==> config.mk <==
export PLATFORM = sky130hd
export DESIGN_NAME = cmpt_cfg_regs
export DESIGN_NICKNAME = d
export VERILOG_FILES = /design/src/rtl/cmpt_pkg.sv /design/src/rtl/cmpt_cfg_regs.sv
export SDC_FILE = /design/constraint.sdc
export NUM_CORES = 1
export LEC_CHECK = 0
export ABC_AREA = 0
export BUFFER_PORTS_ARGS = -buffer_cell sky130_fd_sc_hd__buf_2
export CAP_MARGIN = 20
export CORE_AREA = 2 2 162 164
export DETAILED_ROUTE_END_ITERATION = 6
export DIE_AREA = 0 0 164 166
export GPL_ROUTABILITY_DRIVEN = 1
export PLACE_DENSITY_LB_ADDON = 0.3
export SYNTH_ARGS = -nofsm -noshare
export SYNTH_HDL_FRONTEND = slang
export SYNTH_SLANG_ARGS = --single-unit
export TNS_END_PERCENT = 10
==> constraint.sdc <==
create_clock -name clk -period 1 [get_ports clk]
set_input_delay 0.15 -clock clk [delete_from_list [all_inputs] [get_ports clk]]
set_output_delay 0.15 -clock clk [all_outputs]
set_load 0.05 [all_outputs]
==> src/rtl/cmpt_pkg.sv <==
// Package for the color matrix pixel transform.
// Holds widths, register codes, reset values and shared types.
// No dependencies; the modules of the block import it.
package cmpt_pkg;

    localparam int NUM_CH    = 4;
    localparam int SAMPLE_W  = 16;
    localparam int COEF_W    = 16;
    localparam int X_W       = SAMPLE_W + 1;
    localparam int PROD_W    = COEF_W + X_W;
    localparam int ACC_W     = 38;
    localparam int FRAC_BITS = 14;
    localparam int CFG_W     = 64;
    localparam int CFG_IDX_W = 3;

    localparam logic [SAMPLE_W-1:0] SAMPLE_MAX = '1;
    localparam logic signed [ACC_W-1:0] ROUND_BIAS = ACC_W'(64'sd8192);

    typedef enum logic [CFG_IDX_W-1:0] {
        REG_RED_ROW   = 3'd0,
        REG_GREEN_ROW = 3'd1,
        REG_BLUE_ROW  = 3'd2,
        REG_ALPHA_ROW = 3'd3,
        REG_OFFSETS   = 3'd4,
        REG_MODE      = 3'd5
    } cfg_reg_t;

    localparam logic [CFG_W-1:0] RED_ROW_RESET   = 64'h0000_0000_0000_1000;
    localparam logic [CFG_W-1:0] GREEN_ROW_RESET = 64'h0000_0000_1000_0000;
    localparam logic [CFG_W-1:0] BLUE_ROW_RESET  = 64'h0000_1000_0000_0000;
    localparam logic [CFG_W-1:0] ALPHA_ROW_RESET = 64'h1000_0000_0000_0000;
    localparam logic [CFG_W-1:0] OFFSETS_RESET   = 64'h0000_0000_0000_0000;

    typedef logic [SAMPLE_W-1:0] sample_t;
    typedef logic [NUM_CH-1:0][SAMPLE_W-1:0] pixel_t;

    typedef struct packed {
        logic [NUM_CH-1:0][CFG_W-1:0] row;
        logic [CFG_W-1:0]             offsets;
        logic                         four_mode;
    } cfg_t;

    typedef struct packed {
        logic load_prod;
        logic load_acc;
        logic load_out;
        logic bypass;
    } lane_ctl_t;

endpackage

==> src/rtl/cmpt_cfg_regs.sv <==
// Configuration registers: color matrix rows, offsets and channel mode.
// Depends on cmpt_pkg.
module cmpt_cfg_regs
    import cmpt_pkg::*;
(
    input  logic                 clk,
    input  logic                 rst_n,
    input  logic                 cfg_wr_en,
    input  logic [CFG_IDX_W-1:0] cfg_index,
    input  logic [CFG_W-1:0]     cfg_data,
    output cfg_t                 cfg
);

    cfg_t cfg_reg;
    cfg_t cfg_next;

    always_comb
    begin
        cfg_next = cfg_reg;
        if (cfg_wr_en)
        begin
            case (cfg_index)
                REG_RED_ROW:   cfg_next.row[0]    = cfg_data;
                REG_GREEN_ROW: cfg_next.row[1]    = cfg_data;
                REG_BLUE_ROW:  cfg_next.row[2]    = cfg_data;
                REG_ALPHA_ROW: cfg_next.row[3]    = cfg_data;
                REG_OFFSETS:   cfg_next.offsets   = cfg_data;
                REG_MODE:      cfg_next.four_mode = cfg_data[0];
                default:       cfg_next = cfg_reg;
            endcase
        end
    end

    always_ff @(posedge clk or negedge rst_n)
    begin
        if (!rst_n)
        begin
            cfg_reg.row[0]    <= RED_ROW_RESET;
            cfg_reg.row[1]    <= GREEN_ROW_RESET;
            cfg_reg.row[2]    <= BLUE_ROW_RESET;
            cfg_reg.row[3]    <= ALPHA_ROW_RESET;
            cfg_reg.offsets   <= OFFSETS_RESET;
            cfg_reg.four_mode <= 1'b1;
        end
        else
        begin
            cfg_reg <= cfg_next;
        end
    end

    assign cfg = cfg_reg;

endmodule

==> impl_metrics.json, run 1 <==
{
  "whs_path_depth": 3,
  "rr_startpoint": "cfg[164]$_DFFE_PN0P_",
  "drc": 0,
  "track_usage_pct": 27.30,
  "reg2regPathDepth": 3,
  "synth_edf_count": 0,
  "synth_top_flop_cell": "dfrtp_1",
  "slowest_stage": "dfstp_2",
  "max-vdd-ir-drop_mv": 2.340,
  "synth_xor_xnor_area_share_pct": 0,
  "die_x_um": 164,
  "synthDominantCellAreaShare_pct": 61.71,
  "synth_warnings": 0,
  "yosysTopAreaCell": "dfrtp_1",
  "grt_busiest_layer": "met2",
  "io_buffers": 390,
  "max_slew.worst_pin.slew_ns": 0.3675,
  "place_ws_ns": -0.4586,
  "gp_congestion": 0.7813,
  "finalSetupViolations": 322,
  "instances_no_fill": 1592,
  "cts_sinks": 321,
  "postRouteAntennaNets": 0,
  "ff2ff_setup_slack_ns": -0.03,
  "start_util_pct": 50.02,
  "worst_slack_ns": -0.3607,
  "fin_crit_ns": 1.361,
  "cts_buffer_depth": 3,
  "fin_nets": 1299,
  "synthDistinctLibCells": 12,
  "crit_arrival_ns": 1.21,
  "grt_pass1_wl_um": 56710,
  "largest_register_ffs": 321,
  "antenna_found_initial": 0,
  "synth_compound_area_share_pct": 0,
  "worstPathBufferInverterCount": 1,
  "violations": "negative setup slack",
  "cts_root_buf": "clkbuf_16",
  "grt_start_max_net_pins": 71,
  "critPathMaxFanout": 2,
  "reg2reg_to": "cfg[164]$_DFFE_PN0P_",
  "synth.most_common_cell": "dfrtp_1",
  "required_ns": 0.85,
  "cp-start-kind": "flip-flop",
  "cp_cell_sequence": "buf_8",
  "wirelength_um": 36860,
  "yosys.area_share.simple_pct": 0.5468,
  "synth-adder-area-share_pct": 0,
  "rsz0062_at_grt": "yes",
  "drt_first_pass_iters": 4,
  "htreeDepth": 2,
  "slew_headroom_pct": 75.50,
  "met2_usage_pct": 48.25,
  "postSynthAreaPerCell_sq_um": 18.76,
  "fp.dieH_um": 166,
  "insertion_delay_ns": 0.51,
  "synth.area.mux_share_pct": 33.48,
  "hold_end": "cfg[0]$_DFFE_PN1P_",
  "status": "complete, but fails checks",
  "dp_cells": 1425,
  "cap_violations": 0,
  "critPathTopFamily": "flip-flops",
  "met3_usage_pct": 5.345,
  "grt_use_met1_pct": 31.94,
  "tns_ns": -69.85,
  "crit_cells": 1,
  "antenna_cells": 0,
  "nFillCells": 1385,
  "worstSetupPathType": "flip-flop to output pin",
  "hold_violations": 0,
  "drive_gt1_share_pct": 58.71,
  "fmax_mhz": 734.9,
  "cts_buffers": 36,
  "yosysSeqAreaShare_pct": 62.74,
  "synth_area_sq_um": 12810,
  "ys_top_cells_by_count": "dfrtp_1, mux2_4, mux2_1",
  "vias_per_cell": 5.135,
  "grt_pass1_vias": 9238,
  "overflow": 0,
  "cts.reportedPaths.clkPinSlew_ns": 0.06,
  "vias": 8175,
  "drv_slew": 0,
  "synth_nets": 753,
  "async_flop_share_pct": 100.0,
  "skew_ns": 0,
  "post_drt_wl_per_cell_um": 23.16,
  "ioPinCount": 391,
  "synth-seq-cells": 321,
  "num_rows": 59,
  "fp.coreArea_sq_um": 25620,
  "dieArea_sq_um": 27220,
  "hpwl_um": 21560,
  "min_from": "cfg_wr_en",
  "area_delta_synth_final_pct": 53.32,
  "min_period_over_period_pct": 136.1,
  "p_per_area_nw_per_um2": 2789,
  "hp-class": "input pin to flip-flop",
  "drt-initial-drc-count": 396,
  "timing.hold.ws_ns": 0.06307,
  "cts_tree": "yes",
  "synth_area_leaders": "dfrtp_1, mux2_4, mux2_1",
  "p_leak_nw": 9.364,
  "max_stage_delay_ns": 0.55,
  "endpoint_kind": "output pin",
  "synth_top_family_by_area": "multiplexers",
  "synthCells": 683
}
[cells in the final DEF, fill, tap and decap left out, types with 3 or more instances in the layout]
master,count
clkinv_2,6
mux2_4,184
and4bb_4,3
dfrtp_1,316
bufinv_16,3
buf_8,6
dfstp_2,5
clkinv_4,3
mux2_2,7
clkbuf_8,8
buf_6,316
buf_4,67
mux2_1,130
buf_12,21
buf_2,68
dlygate4sd3_1,65
clkbuf_16,37
clkbuf_1,6
[worst register-to-register path: stages, from the launching register on]
cell and delay [ns]:
dfrtp_1 0.40, buf_4 0.14, buf_4 0.12, mux2_4 0.26
[worst max-delay path by stage]
stage                         start                    to
4_1_cts        cfg[237]$_DFFE_PN1P_              cfg[237]
3_5_place_dp           cfg_index[2]  cfg[195]$_DFFE_PN0P_
3_3_place_gp           cfg_index[2]  cfg[256]$_DFFE_PN0P_
6_report       cfg[237]$_DFFE_PN1P_              cfg[237]
5_1_grt          cfg[0]$_DFFE_PN1P_                cfg[0]
2_1_floorplan          cfg_index[1]  cfg[100]$_DFFE_PN0P_
[metal layers]
layer / routed length [um] / up-vias
met3: 1932 / 103
met1: 13600 / 4248
met5: 0 / -
li1: - / 3509
met2: 19600 / 315
met4: 1729 / 0
[cell families after synthesis]
kind of cell           count (synthesis)
buffers and inverters                 35
DFF                                  321
and+or+nand+nor                        6
muxes                                321
[power by group]
group	internal, mW	leakage [nW]	switching, mW
Clock	8.21	0.608	5.34
Combinational	9.07	4.91	13.8
Sequential	15.9	3.84	2.45
Total	33.2	9.36	21.6
[per-stage QoR]
stage	cell area [sq um]	total power [mW]	util, %
floorplan	12840	31.16	-
global placement	15470	35.71	60.39
detailed placement	15470	36.00	60.39
CTS	19490	54.24	76.08
global route	19650	56.55	76.70
finish	19650	54.79	76.70
[timing repair]
item                                    CTS  global route
gates cloned                              0             0
endpoints found under the setup margin  321           330
buffers inserted                         15            21
pin swaps                                 0             1
gates resized for setup                 647             2
hold buffers                             65             0
endpoints found under the hold margin   641             0
[area by class of cell]
type | count | area [sq um] | area share (%)
clock buffers | 51 | 1059 | 5.388
repair buffers | 543 | 5563 | 28.31
clock inverters | 15 | 171.4 | 0.8725
multi-input cells | 327 | 4395 | 22.37
flip-flops and latches | 321 | 8039 | 40.92
well taps | 335 | 419.2 | 2.133
(Power assumes the default switching activity.)
==> run 2, diff against run 1 <==
==> constraint.sdc (replaced) <==
create_clock -name clk -period 1 [get_ports clk]
set_input_delay 0.2 -clock clk [delete_from_list [all_inputs] [get_ports clk]]
set_output_delay 0.2 -clock clk [all_outputs]
set_load 0.05 [all_outputs]
==> impl_metrics.json, run 2 (synthesis gave the netlist of run 1 again) <==
{
  "status": "complete, but fails checks",
  "violations": "negative setup slack",
  "p_leak_nw": 9.386,
  "drv_slew": 0,
  "ioPinCount": 391,
  "critPathMaxFanout": 2,
  "grt_start_max_net_pins": 58,
  "worstPathBufferInverterCount": 1,
  "cts_root_buf": "clkbuf_16",
  "p_per_area_nw_per_um2": 2776,
  "worst_slack_ns": -0.4150,
  "area_delta_synth_final_pct": 52.53,
  "fin_nets": 1286,
  "slew_headroom_pct": 75.83,
  "track_usage_pct": 27.26,
  "hpwl_um": 21460,
  "hp-class": "input pin to flip-flop",
  "endpoint_kind": "output pin",
  "drt-initial-drc-count": 429,
  "worstSetupPathType": "flip-flop to output pin",
  "grt_pass1_vias": 9086,
  "io_buffers": 390,
  "placed_area_sq_um": 15350,
  "instances_no_fill": 1575,
  "sw_frac_of_total_pct": 39.55,
  "cap_violations": 0,
  "num_rows": 59,
  "dp_cells": 1412,
  "insertion_delay_ns": 0.50,
  "cp_cell_sequence": "buf_8",
  "power_mw": 54.25,
  "cts.reportedPaths.clkPinSlew_ns": 0.06,
  "max_stage_delay_ns": 0.56,
  "seqPwrFrac_pct": 33.9,
  "gp_congestion": 0.7780,
  "cts_buffer_depth": 3,
  "fmax_mhz": 706.7,
  "fin_crit_ns": 1.415,
  "max_slew.worst_pin.slew_ns": 0.3606,
  "timing.hold.ws_ns": 0.01755,
  "post_drt_wl_per_cell_um": 23.88,
  "drt_first_pass_iters": 4,
  "tns_ns": -85.31,
  "start_util_pct": 50.02,
  "switching_power_mw": 21.46,
  "fp.dieH_um": 166,
  "crit_arrival_ns": 1.22,
  "combPwrFrac_pct": 42.8,
  "die_x_um": 164,
  "cts_tree": "yes",
  "critPathTopFamily": "flip-flops",
  "slowest_stage": "dfstp_2",
  "fin_util_pct": 76.30,
  "wirelength_um": 37610,
  "vias_per_cell": 5.182,
  "clkPwrFrac_pct": 23.3,
  "layout_commonest_cell": "buf_6",
  "nFillCells": 1368,
  "cts_buffers": 35,
  "skew_ns": 0,
  "grt_pass1_wl_um": 56450,
  "postRouteAntennaNets": 0,
  "max-vdd-ir-drop_mv": 1.978,
  "required_ns": 0.80,
  "rsz0062_at_grt": "yes",
  "htreeDepth": 2,
  "multi_input_area_sq_um": 4527,
  "antenna_cells": 0,
  "internal-power_mw": 32.79,
  "seqCellArea_sq_um": 8039,
  "cts_sinks": 321,
  "place_ws_ns": -0.5396,
  "cp-start-kind": "flip-flop",
  "vias": 8161,
  "drive_gt1_share_pct": 60.65,
  "overflow": 0,
  "antenna_found_initial": 0,
  "finalSetupViolations": 366,
  "final_cell_area_sq_um": 19550,
  "largest_register_ffs": 321,
  "final_cell_mix": "buf_6, dfrtp_1, mux2_4",
  "dieArea_sq_um": 27220,
  "hold_violations": 0,
  "min_period_over_period_pct": 141.5,
  "drc": 0,
  "fp.coreArea_sq_um": 25620
}
==> run 2: layout make-up <==
| type | count | share of cell area [%] |
|---|---|---|
| clock inverters | 7 | 0.4737 |
| well taps | 335 | 2.145 |
| flip-flops and latches | 321 | 41.13 |
| clock buffers | 54 | 5.217 |
| repair buffers | 531 | 27.87 |
| multi-input cells | 327 | 23.16 |
==> run 2: path summary, 6_finish.rpt <==
check | start | endpoint | slack (ns) | cells after the start
min in group asynchronous | rst_n | cfg[246]$_DFFE_PN0P_ | 0.14 | 2
worst max-delay path | cfg[237]$_DFFE_PN1P_ | cfg[237] | -0.42 | 1
max in group asynchronous | rst_n | cfg[0]$_DFFE_PN1P_ | 0.27 | 3
worst max register to register | cfg[215]$_DFFE_PN0P_ | cfg[215]$_DFFE_PN0P_ | -0.06 | 3
worst min register to register | cfg[194]$_DFFE_PN0P_ | cfg[194]$_DFFE_PN0P_ | 0.51 | 1
worst min-delay path | cfg_data[0] | cfg[193]$_DFFE_PN0P_ | 0.02 | 2
==> run 2: layer usage <==
metal  vias up  GRT usage, %  wire length (um)
met3       101         5.420              1961
met4         0         12.62              1851
met5         -             0                 0
met2       318         48.94             19880
li1       3481             -                 -
met1      4261         31.01             13920
==> run 2: power groups by stage <==
stage	sequential [mW]	combinational [mW]	clock, mW
final	18.4	23.2	12.7
after detailed placement	17.6	18.4	0
after CTS	18.2	22.4	12.8
after global routing	18.6	23.8	13.4
after floorplan	27.7	3.43	0
after global placement	17.6	18.1	0
==> run 2: repair_timing <==
item | in CTS | in global routing
cloned | 0 | 0
setup buffers | 18 | 22
setup endpoints to repair | 325 | 409
endpoints found under the hold margin | 588 | 0
resized for setup | 647 | 40
pin swaps | 0 | 2
hold buffers | 62 | 0
