===== config.mk =====
export PLATFORM = sky130hd
export DESIGN_NAME = cmpt_pipe_ctrl
export DESIGN_NICKNAME = d
export VERILOG_FILES = /design/src/rtl/cmpt_pkg.sv /design/src/rtl/cmpt_pipe_ctrl.sv
export SDC_FILE = /design/constraint.sdc
export NUM_CORES = 1
export LEC_CHECK = 0
export BUFFER_PORTS_ARGS = -buffer_cell sky130_fd_sc_hd__buf_4
export CAP_MARGIN = 25
export CORE_UTILIZATION = 30
export CTS_BUF_LIST = sky130_fd_sc_hd__clkbuf_4
export CTS_CLUSTER_SIZE = 30
export DETAILED_ROUTE_END_ITERATION = 10
export HOLD_SLACK_MARGIN = 0.05
export PLACE_DENSITY_LB_ADDON = 0.15
export SLEW_MARGIN = 30
export SYNTH_ARGS = -nofsm -noshare
export SYNTH_HDL_FRONTEND = slang
export SYNTH_SLANG_ARGS = --single-unit

===== constraint.sdc =====
create_clock -name clk -period 9.2 [get_ports clk]
set_input_delay 2.3 -clock clk [delete_from_list [all_inputs] [get_ports clk]]
set_output_delay 2.3 -clock clk [all_outputs]
set_load 0.1 [all_outputs]

===== src/rtl/cmpt_pkg.sv =====
// Package for the color matrix pixel transform.
// Holds widths, register codes, reset values and shared types.
// No dependencies; the modules of the block import it.
package cmpt_pkg;

    localparam int NUM_CH    = 4;
    localparam int SAMPLE_W  = 16;
    localparam int COEF_W    = 16;
    localparam int X_W       = SAMPLE_W + 1;
    localparam int PROD_W    = COEF_W + X_W;
    localparam int ACC_W     = 38;
    localparam int FRAC_BITS = 14;
    localparam int CFG_W     = 64;
    localparam int CFG_IDX_W = 3;

    localparam logic [SAMPLE_W-1:0] SAMPLE_MAX = '1;
    localparam logic signed [ACC_W-1:0] ROUND_BIAS = ACC_W'(64'sd8192);

    typedef enum logic [CFG_IDX_W-1:0] {
        REG_RED_ROW   = 3'd0,
        REG_GREEN_ROW = 3'd1,
        REG_BLUE_ROW  = 3'd2,
        REG_ALPHA_ROW = 3'd3,
        REG_OFFSETS   = 3'd4,
        REG_MODE      = 3'd5
    } cfg_reg_t;

    localparam logic [CFG_W-1:0] RED_ROW_RESET   = 64'h0000_0000_0000_1000;
    localparam logic [CFG_W-1:0] GREEN_ROW_RESET = 64'h0000_0000_1000_0000;
    localparam logic [CFG_W-1:0] BLUE_ROW_RESET  = 64'h0000_1000_0000_0000;
    localparam logic [CFG_W-1:0] ALPHA_ROW_RESET = 64'h1000_0000_0000_0000;
    localparam logic [CFG_W-1:0] OFFSETS_RESET   = 64'h0000_0000_0000_0000;

    typedef logic [SAMPLE_W-1:0] sample_t;
    typedef logic [NUM_CH-1:0][SAMPLE_W-1:0] pixel_t;

    typedef struct packed {
        logic [NUM_CH-1:0][CFG_W-1:0] row;
        logic [CFG_W-1:0]             offsets;
        logic                         four_mode;
    } cfg_t;

    typedef struct packed {
        logic load_prod;
        logic load_acc;
        logic load_out;
        logic bypass;
    } lane_ctl_t;

endpackage


===== src/rtl/cmpt_pipe_ctrl.sv =====
// Pipeline control: input stage, valid bits, stall chain and the
// sideband (raw samples, mask, end-of-image) that follows each pixel.
// Depends on cmpt_pkg.
module cmpt_pipe_ctrl
    import cmpt_pkg::*;
(
    input  logic                    clk,
    input  logic                    rst_n,
    input  logic                    in_valid,
    output logic                    in_ready,
    input  pixel_t                  in_pixel,
    input  logic                    in_mask,
    input  logic                    in_eoi,
    input  logic                    four_mode,
    input  logic                    out_ready,
    output logic                    out_valid,
    output logic                    out_eoi,
    output pixel_t                  x_pixel,
    output pixel_t                  raw_pixel,
    output lane_ctl_t [NUM_CH-1:0]  lane_ctl
);

    logic   v1_reg, v2_reg, v3_reg, v4_reg;
    logic   adv1, adv2, adv3, adv4;
    pixel_t x1_reg, x1_next;
    pixel_t raw1_reg, raw2_reg, raw3_reg;
    logic   mask1_reg, mask2_reg, mask3_reg;
    logic   eoi1_reg, eoi2_reg, eoi3_reg, eoi4_reg;

    assign adv4     = !v4_reg || out_ready;
    assign adv3     = !v3_reg || adv4;
    assign adv2     = !v2_reg || adv3;
    assign adv1     = !v1_reg || adv2;
    assign in_ready = adv1;

    always_comb
    begin
        x1_next    = in_pixel;
        x1_next[3] = four_mode ? in_pixel[3] : SAMPLE_MAX;
    end

    always_ff @(posedge clk or negedge rst_n)
    begin
        if (!rst_n)
        begin
            v1_reg <= 1'b0;
            v2_reg <= 1'b0;
            v3_reg <= 1'b0;
            v4_reg <= 1'b0;
        end
        else
        begin
            if (adv1)
            begin
                v1_reg <= in_valid;
            end
            if (adv2)
            begin
                v2_reg <= v1_reg;
            end
            if (adv3)
            begin
                v3_reg <= v2_reg;
            end
            if (adv4)
            begin
                v4_reg <= v3_reg;
            end
        end
    end

    always_ff @(posedge clk)
    begin
        if (adv1)
        begin
            x1_reg    <= x1_next;
            raw1_reg  <= in_pixel;
            mask1_reg <= in_mask;
            eoi1_reg  <= in_eoi;
        end
        if (adv2)
        begin
            raw2_reg  <= raw1_reg;
            mask2_reg <= mask1_reg;
            eoi2_reg  <= eoi1_reg;
        end
        if (adv3)
        begin
            raw3_reg  <= raw2_reg;
            mask3_reg <= mask2_reg;
            eoi3_reg  <= eoi2_reg;
        end
        if (adv4)
        begin
            eoi4_reg  <= eoi3_reg;
        end
    end

    always_comb
    begin
        for (int c = 0; c < NUM_CH; c++)
        begin
            lane_ctl[c].load_prod = adv2;
            lane_ctl[c].load_acc  = adv3;
            lane_ctl[c].load_out  = adv4;
            lane_ctl[c].bypass    = !mask3_reg;
        end
        // In three-channel mode alpha always passes through untouched.
        lane_ctl[NUM_CH-1].bypass = !mask3_reg || !four_mode;
    end

    assign x_pixel   = x1_reg;
    assign raw_pixel = raw3_reg;
    assign out_valid = v4_reg;
    assign out_eoi   = eoi4_reg;

endmodule


==> flow_summary_export.csv, run 1 <==
group,metric,value,unit
critical_path,worst_path_most_repeated_cell,"buf_4",
critical_path,cp-start-kind,"input pin",
critical_path,cp.arrival,3420,ps
yosys,synth.mux.area_fraction,0,%
routing,drt-total-wl,13400,um
timing,fmax,0.175,GHz
timing,hold_viol,0,
clocking,clk_latency,650,ps
die,start_util,30.6,%
placement,place_ws,3450,ps
global_routing,grt_pass1_wl,19500,um
final_layout,multi_input_comb_area,176,um2
yosys,synth_common_cells,"edfxtp_1 (215), buf_4 (62), nand2b_1 (13)",
clocking,htree_num_levels,2,
routing,drt_iter0_markers,139,
timing,skew,27.1,ps
clocking,cts.sinks,219,
critical_path,crit_type,"input pin to output port",
routing,viasPerCell,3.83,
power_and_ir_drop,p_leak,3.83,nW
global_routing,grt_pass1_vias,3596,
power_and_ir_drop,power.density,299,nW/um2
global_routing,overflow,0,
placement,place.gp.congestion,0.669,
yosys,synthTopCellsByArea,"edfxtp_1 (90%), buf_4 (6.5%), dfrtp_1 (1.4%), nand2b_1 (1.1%), or2b_1 (0.62%)",
timing,period_share,62.2,%
placement,dp_hpwl,8710,um
final_layout,fillCellCount,2175,
final_layout,seqCellArea,6560,um2
clocking,max-clock-path-buffers,3,
clocking,cts_root_buf,"clkbuf_4",
yosys,synthSimpleGateAreaFrac,2.31,%
yosys,synth_edf_count,215,
final_layout,synthToLayoutAreaGrowth,32.9,%
yosys,synth_compound_area_share,0.139,%
timing,rsz0062_at_grt,"false",
final_layout,final_nets,601,
routing,wire_per_inst,15.0,um
clocking,cts_inserted_buffers,59,
clocking,tritoncts,"built",
routing,drcViolationCount,0,
critical_path,cp_cell_sequence,"buf_4, nand3b_1, buf_4, buf_4",
die,die_w,157,um
timing,final.min_clock_period,5720,ps
timing,setup_violations,0,
timing,drv_slew,0,
yosys,synth_seq_cells,219,
yosys,yosysSeqAreaShare,90.9,%
min_path,worstHoldPathType,"flip-flop to flip-flop",
routing,ant_nets,0,
yosys,synth_top_family_by_area,"buffers and inverters",
yosys,yosys.area.top_type,"edfxtp_1",
yosys,yosysWarnings,0,
critical_path,slowest_delay,430,ps
yosys,ys.flop_type,"edfxtp_1",
routing,firstDrtPassIters,4,
die,core_region_area,23500,um2
routing,vias,3420,
power_and_ir_drop,peakVddDrop,0.115,mV
critical_path,path_max_fanout,31,
yosys,syn_inst,309,
timing,relSlewSlack,61.3,%
yosys,yosys.area_share.adder,0,%
global_routing,antenna_found_initial,1,
die,rows,56,
clocking,cts_resized,0,
yosys,syn_area,7210,um2
yosys,synth-xor-area-share,0,%
placement,port_buffers,217,
yosys,synth.avg_cell_area,23.3,um2
yosys,ys_types,13,
die,fp.dieH,157,um
final_layout,final_layout_size_suffix_gt1_share,55.7,%
timing,tns,0,ps
critical_path,crit_slowest_cell,"buf_4",
critical_path,cp.required,6900,ps
global_routing,grt.total_usage,10.7,%
timing,layout_setup_ws,3480,ps
clocking,hold_buffers,0,
yosys,synth_nets,380,
placement,placedCellCount,788,
run_status,status,"complete, no violations",
final_layout,final_cells,893,
die,dieArea,24700,um2
yosys,synth_top_area_share,89.5,%
timing,tightest_slew,580,ps
clocking,clkTransAtPathRegs,70,ps
critical_path,end_kind,"output port",
yosys,ys_async_sr_fraction,1.83,%
yosys,yosysMostFrequentCell,"edfxtp_1",
clocking,cts_setup_buffers,0,
die,pin_count,218,
flow_run,maxCapViolCount,0,
global_routing,grt_start_max_net_pins,45,
## cells by family (layout without fill, tap and decap cells)
kind of cell           after synthesis  in the layout
and+or+nand+nor                     24             24
buffers and inverters               65            329
other                                0              1
DFF                                219            219
AOI/OAI and AO/OA                    1              1
## path summary, 6_finish.rpt
check | from | endpoint | slack [ps] | cells after the start
max | out_ready | lane_ctl[10] | 3480 | 4
min | raw2_reg[17] | raw_pixel[17] | 410 | 0
max reg2reg | out_valid | x_pixel[63] | 6930 | 4
min reg2reg | raw2_reg[17] | raw_pixel[17] | 410 | 0
max in group asynchronous | rst_n | v3_reg | 7640 | 1
min in group asynchronous | rst_n | out_valid | 1450 | 1
## final cells by class
type                    count  area share, %
flip-flops and latches    219           68.4
clock inverters            11          0.705
diodes                      1         0.0261
repair buffers            223           17.5
clock buffers              93           7.29
well taps                 319           4.17
inverters                   2         0.0783
multi-input cells          25           1.84
## where the power goes
| part | total, mW | switching, mW | leakage (nW) | internal [mW] |
|---|---|---|---|---|
| sequential | 1.28 | 0.0376 | 2.23 | 1.24 |
| clock | 0.856 | 0.375 | 0.460 | 0.481 |
| combinational | 0.731 | 0.616 | 1.15 | 0.115 |
| total | 2.87 | 1.03 | 3.83 | 1.84 |
## per-stage QoR
| step | hold WS, ps | instance area (um2) | util, % | power (mW) |
|---|---|---|---|---|
| global route | 418 | 9580 | 40.7 | 2.99 |
| floorplan | 400 | 7210 | - | 1.91 |
| CTS | 409 | 9580 | 40.7 | 2.92 |
| global placement | 401 | 8810 | 37.4 | 2.04 |
| detailed placement | 405 | 8810 | 37.4 | 2.04 |
| finish | 407 | 9580 | 40.7 | 2.87 |
## worst max-delay path: cells and delay by family
family                 cells  cell delay [ps]
buffers and inverters      3              910
and+or+nand+nor            1              200
## cells in the final DEF (no fill, tap or decap)
cell type    n
dfrtp_1      4
nor2b_4      1
clkbuf_4    93
clkinv_1     9
inv_2        1
nand4_1      1
buf_4      223
bufinv_16    1
nand2_1      1
diode_2      1
or2b_1       6
nand3b_1     1
inv_1        2
nand4b_1     1
a41o_1       1
nand2b_1    13
edfxtp_1   215
## layer usage
metal	GRT usage, %	up-vias	part of all wire [%]
met5	0	-	0
met4	6.33	0	2.4
met3	3.94	33	7.9
met2	17.3	155	50
met1	12.2	1640	40
li1	-	1592	-
Power figures use the tool's default switching activity.
==> run 2, diff against run 1 <==
- clock period: 9.2 -> 5.5 ns (I/O delays scaled with it)
==> run 2 against run 1 <==
Effect of this change:
- register-to-register slack got worse by 3700 ps
- cell count decreased by 0.22%
- setup slack worse by 1700 ps
- global-route usage increased by 0.43 points
- clock power rose by 64%
- hold slack better by 1.9 ps
- clock skew is 3.9 ps lower
- critical path depth shrank 1
- total power grew 66%
- final area fell by 0.18%
==> flow_summary_export.csv, run 2 (same netlist as run 1, synthesis figures left out) <==
group,metric,value,unit
timing,rsz0062_at_grt,"false",
timing,fmax,0.272,GHz
timing,tightest_slew,773,ps
critical_path,cp.required,4120,ps
critical_path,r2r-end,"x_pixel[63]",
power_and_ir_drop,p_leak,3.82,nW
final_layout,fillCellCount,2235,
routing,viasPerCell,3.88,
die,pin_count,218,
routing,drt_iter0_markers,152,
timing,final.min_clock_period,3680,ps
final_layout,synthToLayoutAreaGrowth,32.6,%
global_routing,grt.total_usage,11.1,%
clocking,max-clock-path-buffers,3,
die,fp.dieH,157,um
timing,skew,23.2,ps
clocking,cts_setup_buffers,0,
routing,ant_nets,0,
global_routing,antenna_found_initial,1,
timing,setup_violations,0,
final_layout,fin_area,9560,um2
critical_path,cp.buffers_inverters,2,
routing,wire_per_inst,15.6,um
min_path,hold_path_depth,0,
critical_path,cp_cell_sequence,"buf_4, nand4b_1, buf_4",
clocking,cts_inserted_buffers,59,
timing,tns,0,ps
routing,firstDrtPassIters,4,
die,core_region_area,23500,um2
clocking,clkTransAtPathRegs,70,ps
min_path,hold_path_end,"raw_pixel[61]",
clocking,cts_root_buf,"clkbuf_4",
critical_path,worst_path_most_repeated_cell,"buf_4",
clocking,tritoncts,"built",
min_path,hold_path_startpoint,"raw2_reg[61]",
critical_path,slowest_delay,410,ps
final_layout,multi_input_comb_area,176,um2
clocking,hold_buffers,0,
timing,period_share,66.9,%
global_routing,overflow,0,
critical_path,path_max_fanout,6,
critical_path,crit_slowest_cell,"nand4b_1",
die,die_w,157,um
critical_path,rr_startpoint,"out_valid",
critical_path,end_kind,"output port",
placement,place.gp.congestion,0.688,
critical_path,cp-start-kind,"input pin",
final_layout,final_layout_size_suffix_gt1_share,55.5,%
placement,port_buffers,217,
clocking,cts.sinks,219,
timing,drv_slew,0,
run_status,status,"complete, no violations",
clocking,cts_resized,0,
critical_path,r2r_slack,3260,ps
flow_run,maxCapViolCount,0,
die,dieArea,24700,um2
min_path,worstHoldPathType,"flip-flop to flip-flop",
critical_path,r2r_cells,4,
final_layout,seqCellArea,6560,um2
critical_path,crit_type,"input pin to output port",
placement,placed_area,8810,um2
routing,drt-total-wl,13900,um
global_routing,grt_pass1_wl,20200,um
die,rows,56,
final_layout,layout_common_cells,"buf_4 (223), edfxtp_1 (215), clkbuf_4 (90)",
timing,relSlewSlack,48.5,%
final_layout,layout_commonest_cell,"buf_4",
routing,vias,3454,
clocking,htree_num_levels,2,
power_and_ir_drop,power.density,499,nW/um2
critical_path,cp.arrival,2300,ps
power_and_ir_drop,peakVddDrop,0.147,mV
critical_path,crit_family,"buffers and inverters",
global_routing,grt_start_max_net_pins,57,
die,start_util,30.6,%
routing,drcViolationCount,0,
clocking,clk_latency,640,ps
timing,hold_viol,0,
global_routing,grt_pass1_vias,3613,
final_layout,final_nets,601,
power_and_ir_drop,power,4.77,mW
placement,dp_hpwl,8860,um
==> run 2: cell types whose count changed in the layout (fill, tap and decap cells not counted), sizes merged <==
cell,before,now
clkinv,9,10
clkbuf,93,90
==> run 2: report_power, final <==
group          internal, mW  total (mW)  switching [mW]
clock network         0.783        1.40           0.622
registers              2.08        2.14          0.0620
logic                 0.192        1.22            1.03
==> run 2: final cells by class <==
class / instances / area share (%)
Inverter: 2 / 0.0785
Clock buffer: 90 / 7.06
Multi-Input combinational cell: 25 / 1.84
Antenna cell: 1 / 0.0262
Clock inverter: 12 / 0.759
Timing Repair Buffer: 223 / 17.5
Tap cell: 319 / 4.17
Sequential cell: 219 / 68.6
==> run 2: worst max path at each step <==
stage          cells after the start  startpoint           end  slack (ps)
6_report                           3   out_ready   lane_ctl[7]        1820
5_1_grt                            3   out_ready  lane_ctl[15]        1730
4_1_cts                            3   out_ready   lane_ctl[7]        1740
3_5_place_dp                       3   out_ready   lane_ctl[7]        1740
3_3_place_gp                       3   out_ready  lane_ctl[11]        1760
2_1_floorplan                      2   out_ready      eoi1_reg        -610
==> run 2: metrics by stage <==
stage | hold slack (ps) | setup slack (ps) | util (%) | cells
finish | 409 | 1820 | 40.6 | 891
global route | 406 | 1730 | 40.6 | 891
CTS | 414 | 1740 | 40.6 | 890
detailed placement | 405 | 1740 | 37.4 | 788
global placement | 401 | 1760 | 37.4 | 788
floorplan | 400 | -608 | - | 309
==> run 2: metal layers <==
metal  track usage (%)  part of all wire (%)
met2              18.3                    50
met5                 0                     0
met4              5.41                   2.0
met1              12.4                    38
met3              4.90                   9.4
